$ cat src/design/hsv_pkg.sv
// Shared types and constants for the HSV to RGB converter.
`default_nettype none

package hsv_pkg;

	localparam int HUE_W     = 13;
	localparam int UNIT_W    = 9;
	localparam int LEVEL_W   = 8;
	localparam int SCALE_W   = 16;
	localparam int SECTOR_W  = 3;
	localparam int REM_W     = 10;
	localparam int PROD_W    = 18;
	localparam int NUM_W     = SCALE_W + PROD_W;
	localparam int QUOT_W    = 12;
	localparam int PV_W      = SCALE_W + UNIT_W;
	localparam int RECIP_W   = 13;
	localparam int DIV15_W   = 2 * RECIP_W;
	localparam int DIV15_SH  = 16;
	localparam int CFG_IDX_W = 2;

	localparam logic [HUE_W-1:0]   HUE_FULL   = 13'd5760;
	localparam logic [HUE_W-1:0]   HUE_SECTOR = 13'd960;
	localparam logic [UNIT_W-1:0]  UNIT_ONE   = 9'd256;
	localparam logic [PROD_W-1:0]  PROD_FULL  = 18'd245760;
	localparam logic [RECIP_W-1:0] RECIP_15   = 13'd4369;

	typedef logic [SECTOR_W-1:0]  sector_t;
	typedef logic [CFG_IDX_W-1:0] cfg_idx_t;

	localparam sector_t SECTOR_0 = 3'd0;
	localparam sector_t SECTOR_1 = 3'd1;
	localparam sector_t SECTOR_2 = 3'd2;
	localparam sector_t SECTOR_3 = 3'd3;
	localparam sector_t SECTOR_4 = 3'd4;
	localparam sector_t SECTOR_5 = 3'd5;
	localparam int      SECTOR_COUNT = 6;

	localparam cfg_idx_t REG_SATURATION = 2'd0;
	localparam cfg_idx_t REG_BRIGHTNESS = 2'd1;

	typedef struct packed {
		logic [UNIT_W-1:0]  sat;
		logic [SCALE_W-1:0] scale;
	} cfg_t;

	typedef struct packed {
		logic s1;
		logic s2;
		logic s3;
		logic s4;
	} stage_en_t;

endpackage

`default_nettype wire

$ cat src/design/hsv_cfg_regs.sv
// Saturation and brightness registers with clamping and brightness scaling.
`default_nettype none

module hsv_cfg_regs
	import hsv_pkg::*;
(
	input  wire logic              clk,
	input  wire logic              arst_n,
	input  wire logic              cfg_we,
	input  wire cfg_idx_t          cfg_index,
	input  wire logic [UNIT_W-1:0] cfg_data,
	output cfg_t                   cfg
);

	logic [UNIT_W-1:0]  unit_c;
	logic [SCALE_W-1:0] scale_c;
	logic [UNIT_W-1:0]  sat_q;
	logic [SCALE_W-1:0] scale_q;

	always_comb begin
		unit_c  = (cfg_data > UNIT_ONE) ? UNIT_ONE : cfg_data;
		scale_c = SCALE_W'({unit_c, 8'd0} - {8'd0, unit_c});
	end

	always_ff @(posedge clk or negedge arst_n) begin
		if (!arst_n) begin
			sat_q   <= UNIT_ONE;
			scale_q <= SCALE_W'({UNIT_ONE, 8'd0} - {8'd0, UNIT_ONE});
		end else if (cfg_we) begin
			unique case (cfg_index)
				REG_SATURATION: sat_q <= unit_c;
				REG_BRIGHTNESS: scale_q <= scale_c;
				default: ;
			endcase
		end
	end

	assign cfg.sat   = sat_q;
	assign cfg.scale = scale_q;

endmodule

`default_nettype wire

$ cat src/design/hsv_pipe_ctrl.sv
// Valid bits and stage enables of the four-stage converter pipeline.
`default_nettype none

module hsv_pipe_ctrl
	import hsv_pkg::*;
(
	input  wire logic clk,
	input  wire logic arst_n,
	input  wire logic in_valid,
	output logic      in_ready,
	output logic      out_valid,
	input  wire logic out_ready,
	output stage_en_t en
);

	logic valid_s1;
	logic valid_s2;
	logic valid_s3;
	logic valid_s4;

	always_comb begin
		en.s4 = !valid_s4 || out_ready;
		en.s3 = !valid_s3 || en.s4;
		en.s2 = !valid_s2 || en.s3;
		en.s1 = !valid_s1 || en.s2;
	end

	always_ff @(posedge clk or negedge arst_n) begin
		if (!arst_n) begin
			valid_s1 <= 1'b0;
			valid_s2 <= 1'b0;
			valid_s3 <= 1'b0;
			valid_s4 <= 1'b0;
		end else begin
			if (en.s1) begin
				valid_s1 <= in_valid;
			end
			if (en.s2) begin
				valid_s2 <= valid_s1;
			end
			if (en.s3) begin
				valid_s3 <= valid_s2;
			end
			if (en.s4) begin
				valid_s4 <= valid_s3;
			end
		end
	end

	assign in_ready  = en.s1;
	assign out_valid = valid_s4;

endmodule

`default_nettype wire

$ cat src/design/hsv_datapath.sv
// Sector split, level arithmetic and channel routing of the converter.
`default_nettype none

module hsv_datapath
	import hsv_pkg::*;
(
	input  wire logic             clk,
	input  wire stage_en_t        en,
	input  wire cfg_t             cfg,
	input  wire logic [HUE_W-1:0] hue_sixteenths,
	output logic [LEVEL_W-1:0]    red_level,
	output logic [LEVEL_W-1:0]    green_level,
	output logic [LEVEL_W-1:0]    blue_level
);

	logic [HUE_W-1:0]   hue_c;
	sector_t            sector_c;
	logic [HUE_W-1:0]   base_c;
	logic [REM_W-1:0]   rem_c;

	sector_t            sector_s1;
	logic [REM_W-1:0]   rem_s1;

	logic [PROD_W-1:0]  prod_q_c;
	logic [PROD_W-1:0]  prod_t_c;
	sector_t            sector_s2;
	logic [PROD_W-1:0]  prod_q_s2;
	logic [PROD_W-1:0]  prod_t_s2;

	logic [NUM_W-1:0]   full_q_c;
	logic [NUM_W-1:0]   full_t_c;
	logic [PV_W-1:0]    full_p_c;
	sector_t            sector_s3;
	logic [QUOT_W-1:0]  quot_q_s3;
	logic [QUOT_W-1:0]  quot_t_s3;
	logic [LEVEL_W-1:0] lvl_p_s3;
	logic [LEVEL_W-1:0] lvl_v_s3;

	logic [DIV15_W-1:0] div_q_c;
	logic [DIV15_W-1:0] div_t_c;
	logic [LEVEL_W-1:0] lvl_q_c;
	logic [LEVEL_W-1:0] lvl_t_c;
	logic [LEVEL_W-1:0] red_s4;
	logic [LEVEL_W-1:0] green_s4;
	logic [LEVEL_W-1:0] blue_s4;

	// Stage one: saturate the hue and split it into sector and remainder.
	always_comb begin
		hue_c    = (hue_sixteenths > HUE_FULL) ? HUE_FULL : hue_sixteenths;
		sector_c = SECTOR_0;
		for (int i = 1; i < SECTOR_COUNT; i++) begin
			if (hue_c >= HUE_W'(i) * HUE_SECTOR) begin
				sector_c = SECTOR_W'(i);
			end
		end
		if (hue_c == HUE_FULL) begin
			sector_c = SECTOR_0;
		end
		base_c = HUE_W'(sector_c) * HUE_SECTOR;
		rem_c  = (hue_c == HUE_FULL) ? '0 : REM_W'(hue_c - base_c);
	end

	always_ff @(posedge clk) begin
		if (en.s1) begin
			sector_s1 <= sector_c;
			rem_s1    <= rem_c;
		end
	end

	// Stage two: saturation times remainder and times its complement.
	always_comb begin
		prod_q_c = PROD_W'(cfg.sat) * PROD_W'(rem_s1);
		prod_t_c = PROD_W'(cfg.sat) * (PROD_W'(HUE_SECTOR) - PROD_W'(rem_s1));
	end

	always_ff @(posedge clk) begin
		if (en.s2) begin
			sector_s2 <= sector_s1;
			prod_q_s2 <= prod_q_c;
			prod_t_s2 <= prod_t_c;
		end
	end

	// Stage three: scale by brightness and drop the power-of-two part of the divisor.
	always_comb begin
		full_q_c = NUM_W'(cfg.scale) * NUM_W'(PROD_FULL - prod_q_s2);
		full_t_c = NUM_W'(cfg.scale) * NUM_W'(PROD_FULL - prod_t_s2);
		full_p_c = PV_W'(cfg.scale) * PV_W'(UNIT_ONE - cfg.sat);
	end

	always_ff @(posedge clk) begin
		if (en.s3) begin
			sector_s3 <= sector_s2;
			quot_q_s3 <= full_q_c[NUM_W-1 -: QUOT_W];
			quot_t_s3 <= full_t_c[NUM_W-1 -: QUOT_W];
			lvl_p_s3  <= full_p_c[SCALE_W +: LEVEL_W];
			lvl_v_s3  <= cfg.scale[SCALE_W-1 -: LEVEL_W];
		end
	end

	// Stage four: exact division by fifteen through a reciprocal, then routing.
	always_comb begin
		div_q_c = (DIV15_W'(quot_q_s3) + DIV15_W'(1)) * DIV15_W'(RECIP_15);
		div_t_c = (DIV15_W'(quot_t_s3) + DIV15_W'(1)) * DIV15_W'(RECIP_15);
		lvl_q_c = div_q_c[DIV15_SH +: LEVEL_W];
		lvl_t_c = div_t_c[DIV15_SH +: LEVEL_W];
	end

	always_ff @(posedge clk) begin
		if (en.s4) begin
			case (sector_s3)
				SECTOR_1: begin
					red_s4   <= lvl_q_c;
					green_s4 <= lvl_v_s3;
					blue_s4  <= lvl_p_s3;
				end
				SECTOR_2: begin
					red_s4   <= lvl_p_s3;
					green_s4 <= lvl_v_s3;
					blue_s4  <= lvl_t_c;
				end
				SECTOR_3: begin
					red_s4   <= lvl_p_s3;
					green_s4 <= lvl_q_c;
					blue_s4  <= lvl_v_s3;
				end
				SECTOR_4: begin
					red_s4   <= lvl_t_c;
					green_s4 <= lvl_p_s3;
					blue_s4  <= lvl_v_s3;
				end
				SECTOR_5: begin
					red_s4   <= lvl_v_s3;
					green_s4 <= lvl_p_s3;
					blue_s4  <= lvl_q_c;
				end
				default: begin
					red_s4   <= lvl_v_s3;
					green_s4 <= lvl_t_c;
					blue_s4  <= lvl_p_s3;
				end
			endcase
		end
	end

	assign red_level   = red_s4;
	assign green_level = green_s4;
	assign blue_level  = blue_s4;

endmodule

`default_nettype wire

$ cat src/design/hsv_to_rgb_converter_unit.sv
// Top level of the HSV to RGB converter.
// An accepted request reaches the outputs through the stage registers s1 to s4.
// Throughput is one request per cycle unless the output stalls; the four-stage pipeline sets this figure.
// A stall at the output holds the result and fills empty stages before input backs up.
// Reset clears all valid bits and sets saturation and brightness to 1.0.
`default_nettype none

module hsv_to_rgb_converter_unit
	import hsv_pkg::*;
(
	input  wire logic               clk,
	input  wire logic               arst_n,
	input  wire logic               cfg_we,
	input  wire cfg_idx_t           cfg_index,
	input  wire logic [UNIT_W-1:0]  cfg_data,
	input  wire logic               in_valid,
	output logic                    in_ready,
	input  wire logic [HUE_W-1:0]   hue_sixteenths,
	output logic                    out_valid,
	input  wire logic               out_ready,
	output logic [LEVEL_W-1:0]      red_level,
	output logic [LEVEL_W-1:0]      green_level,
	output logic [LEVEL_W-1:0]      blue_level
);

	cfg_t      cfg;
	stage_en_t en;

	hsv_cfg_regs u_cfg (
		.clk       (clk),
		.arst_n    (arst_n),
		.cfg_we    (cfg_we),
		.cfg_index (cfg_index),
		.cfg_data  (cfg_data),
		.cfg       (cfg)
	);

	hsv_pipe_ctrl u_ctrl (
		.clk       (clk),
		.arst_n    (arst_n),
		.in_valid  (in_valid),
		.in_ready  (in_ready),
		.out_valid (out_valid),
		.out_ready (out_ready),
		.en        (en)
	);

	hsv_datapath u_dp (
		.clk            (clk),
		.en             (en),
		.cfg            (cfg),
		.hue_sixteenths (hue_sixteenths),
		.red_level      (red_level),
		.green_level    (green_level),
		.blue_level     (blue_level)
	);

endmodule

`default_nettype wire

$ cat config.mk
export PLATFORM = sky130hd
export DESIGN_NAME = hsv_to_rgb_converter_unit
export DESIGN_NICKNAME = d
export VERILOG_FILES = /design/src/design/hsv_pkg.sv /design/src/design/hsv_cfg_regs.sv /design/src/design/hsv_pipe_ctrl.sv /design/src/design/hsv_datapath.sv /design/src/design/hsv_to_rgb_converter_unit.sv
export SDC_FILE = /design/constraint.sdc
export NUM_CORES = 2
export LEC_CHECK = 0
export ABC_AREA = 1
export BUFFER_PORTS_ARGS = -buffer_cell sky130_fd_sc_hd__buf_2
export CAP_MARGIN = 20
export CORE_MARGIN = 8
export CORE_UTILIZATION = 40
export DETAILED_ROUTE_END_ITERATION = 10
export PLACE_DENSITY_LB_ADDON = 0.2
export RECOVER_POWER = 25
export SKIP_CTS_REPAIR_TIMING = 1
export SLEW_MARGIN = 30
export SYNTH_ARGS = -nofsm -noshare
export SYNTH_HDL_FRONTEND = slang
export SYNTH_SLANG_ARGS = --single-unit
$ cat constraint.sdc
create_clock -name clk -period 10.9 [get_ports clk]
set_input_delay 2.18 -clock clk [delete_from_list [all_inputs] [get_ports clk]]
set_output_delay 2.18 -clock clk [all_outputs]
set_load 0.02 [all_outputs]
==> flow_summary.toml <==
[setup_path]
crit_chain = "clkbuf_1, inv_1, nor2_1, fa_1, inv_1, fa_1, fa_1, fa_1, inv_1, fa_1, fa_1, ha_1, nand2_1, nor3_1, o21ai_0, nand3_1, xor2_1"
critPathBufInv = 4
arrival_ns = 8.95
cp-end-kind = "flop"
path_common_cell = "fa_1"
crit_family = "adder cells"
cp_slowest_cell = "clkbuf_1"
path_max_fanout = 29
critPathMaxStageDelay_ns = 1.68
cp-start-kind = "flop"
crit_type = "reg -> reg"
crit_required_ns = 11.09

[timing]
timing.setup.tns_ns = 0
final-setup-viol-count = 0
maxSlewHeadroom_pct = -120
setup_slack_ns = 2.15
clock.fmax_mhz = 114
finalCritPeriodShare_pct = 80.3
post-route-min-period_ns = 8.75
drv_slew = 259
hold_viol_final = 0
worst_pin_slew_ns = 3.29
rsz0062_at_grt = "false"
fin_skew_ns = 0.0402

[grt]
grtUsageMet1_pct = 28.3
antenna_found_initial = 2
grt.met3_usage_pct = 3.00
grt_pass1_wl_um = 202000
overflow = 0
grt_usage_pct = 21.2
grt_pass1_vias = 36400
grt_max_degree = 48
grt_use_met2_pct = 35.4
busiest_layer = "met2"

[place]
gp_congestion = 0.893
pre_cts_slack_ns = 3.11
portBuffers = 54
dpl.hpwl_um = 104000
post_dp_cell_area_mm2 = 0.0461

[routing]
drt_first_pass_iters = 8
drt_iter0_drc = 2422
drt-vias-per-instance = 4.95
route.detailed.drc = 0
via_count = 34500
ant_nets = 0
wire_per_inst_um = 18.1
wl_um = 126000

[synthesis]
synth_warnings = 0
avgSynthCellArea_um2 = 8.05
syn-instance-count = 5481
synth_nets = 6776
synth_ff_type = "edfxtp_1"
synthTopCellsByCount = "inv_1, nand2_1, fa_1"
yosysTopAreaCell = "fa_1"
yosysMostFrequentCell = "inv_1"
async_flop_share_pct = 19.7
synth-edff-count = 118
synth_area_mm2 = 0.0441
synth_top_cell_area_share_pct = 41.0
ys_ff_latch = 147
netlist-cell-type-count = 59
synth_top_cells_by_area = "fa_1, inv_1, ha_1"
synth_seq_area_share_pct = 9.70

[die]
die_y_um = 348
die-area_mm2 = 0.121
initial_core_util_pct = 40.1
pin_count = 55
core_mm2 = 0.110
rows = 122
fp.dieW_um = 348

[clock_network]
htree_levels = 4
clk_path_buf_depth = 2
clk_latency_ns = 0.53
cts_inserted_buffers = 17
clkSinkCount = 147
clkTransAtPathRegs_ns = 0.07
cts_tree = "done"
cts_root_buf = "clkbuf_16"

[cells_and_area]
drive_gt1_share_pct = 3.52
area_growth_syn_to_layout_pct = 5.63
fin_area_mm2 = 0.0466
nFillCells = 11300
final_core_util_pct = 42.4
fin_nets = 6760

[worst_hold_path]
hold_class = "reg -> reg"

[flow_run]
cap_violations = 7

[run_status]
violations = "capacitance limit, slew limit"
run_status = "finished with violations"
-- stage by stage --
step                      hold slack [ns]  std cells
after CTS                           0.420       6966
final                               0.419       6967
after global routing                0.424       6966
after floorplan                     0.400       5481
after global placement              0.403       6934
after detailed placement            0.405       6934
-- worst register-to-register path: cells and delay by family (launching register included) --
family,cells,cell delay (ns)
AO/OA/AOI/OAI,1,0.13
AND/OR/NAND/NOR,4,0.93
flip-flops,1,0.83
XOR/XNOR,1,0.69
buffers and inverters,4,2.60
adder cells (fa/ha/maj),7,3.26
-- cells in the final DEF, fill, tap and decap left out, types with 5 or more instances in the layout --
cell | Yosys | routed
fa_1 | 903 | 903
nand3b_1 | 18 | 18
clkbuf_1 | 108 | 8
nor2_1 | 513 | 512
inv_6 | 0 | 5
clkinv_1 | 22 | 22
buf_2 | 9 | 52
nand3_1 | 163 | 162
a31oi_1 | 11 | 11
a21o_1 | 18 | 18
nand2_1 | 1197 | 1197
clkbuf_16 | 0 | 17
nand2_2 | 6 | 6
o21ai_0 | 124 | 124
o21bai_1 | 15 | 15
nor4_1 | 10 | 10
xor2_1 | 67 | 65
nand4_1 | 46 | 46
o211ai_1 | 8 | 8
ha_1 | 363 | 363
buf_4 | 0 | 33
edfxtp_1 | 118 | 118
a21oi_1 | 161 | 161
nor3_1 | 38 | 38
xnor2_1 | 41 | 40
o21a_1 | 5 | 5
o22ai_1 | 5 | 5
inv_1 | 1386 | 1385
nor2_2 | 7 | 8
dfrtp_1 | 20 | 19
or2_2 | 20 | 20
inv_2 | 12 | 15
dfstp_2 | 9 | 5
-- kinds of logic (layout without fill, tap and decap cells) --
logic type      count (synthesis)  count (layout)  share of synthesized area (%)
xor+xnor                      110             110                           2.22
simple gates                 2034            2034                           18.8
compound gates                374             374                           4.77
buf+inv                      1550            1547                           13.3
fa+ha+maj                    1266            1266                           51.3
other cells                     0               1                              0
flops                         147             147                           9.70
-- layer usage --
metal  share of wire, %  vias up
li1                   -    16200
met1                 44    17100
met2                 47      953
met3                5.7      159
met4                3.6        0
met5                  0        -
-- cell type report --
cell class / instances / area [µm²] / share of cell area, %
clock buffers: 18 / 429 / 0.921
inverters: 1423 / 5360 / 11.5
flip-flops and latches: 147 / 4280 / 9.19
repair buffers: 92 / 534 / 1.15
clock inverters: 14 / 128 / 0.274
well taps: 1488 / 1860 / 3.99
multi-input cells: 3784 / 34000 / 73.0
diodes: 1 / 2.50 / 0.00537
-- sequential cells by signal, summed over array words and instances (netlist names), 9 cells and up --
register / count
u_cfg.scale_q: 16
u_dp.rem_s1: 10
u_dp.prod_q_s2: 17
u_cfg.sat_q: 9
u_dp.prod_t_s2: 18
u_dp.quot_t_s3: 12
u_dp.quot_q_s3: 12
-- final timing paths --
path | from | to | slack (ns) | depth (start not counted)
max in group asynchronous | arst_n | u_cfg.scale_q[7] | 7.44 | 1
worst min-delay path | u_dp.sector_s1[1] | u_dp.sector_s2[1] | 0.42 | 0
worst max-delay path | u_cfg.scale_q[11] | u_dp.lvl_p_s3[6] | 2.15 | 17
worst max register to register | u_cfg.scale_q[11] | u_dp.lvl_p_s3[6] | 2.15 | 17
min in group asynchronous | arst_n | u_ctrl.out_valid | 2.21 | 1
worst min register to register | u_dp.sector_s1[1] | u_dp.sector_s2[1] | 0.42 | 0
Power is not shown: default switching activity piles up to over one toggle a cycle in this logic, so the estimate is an artifact.
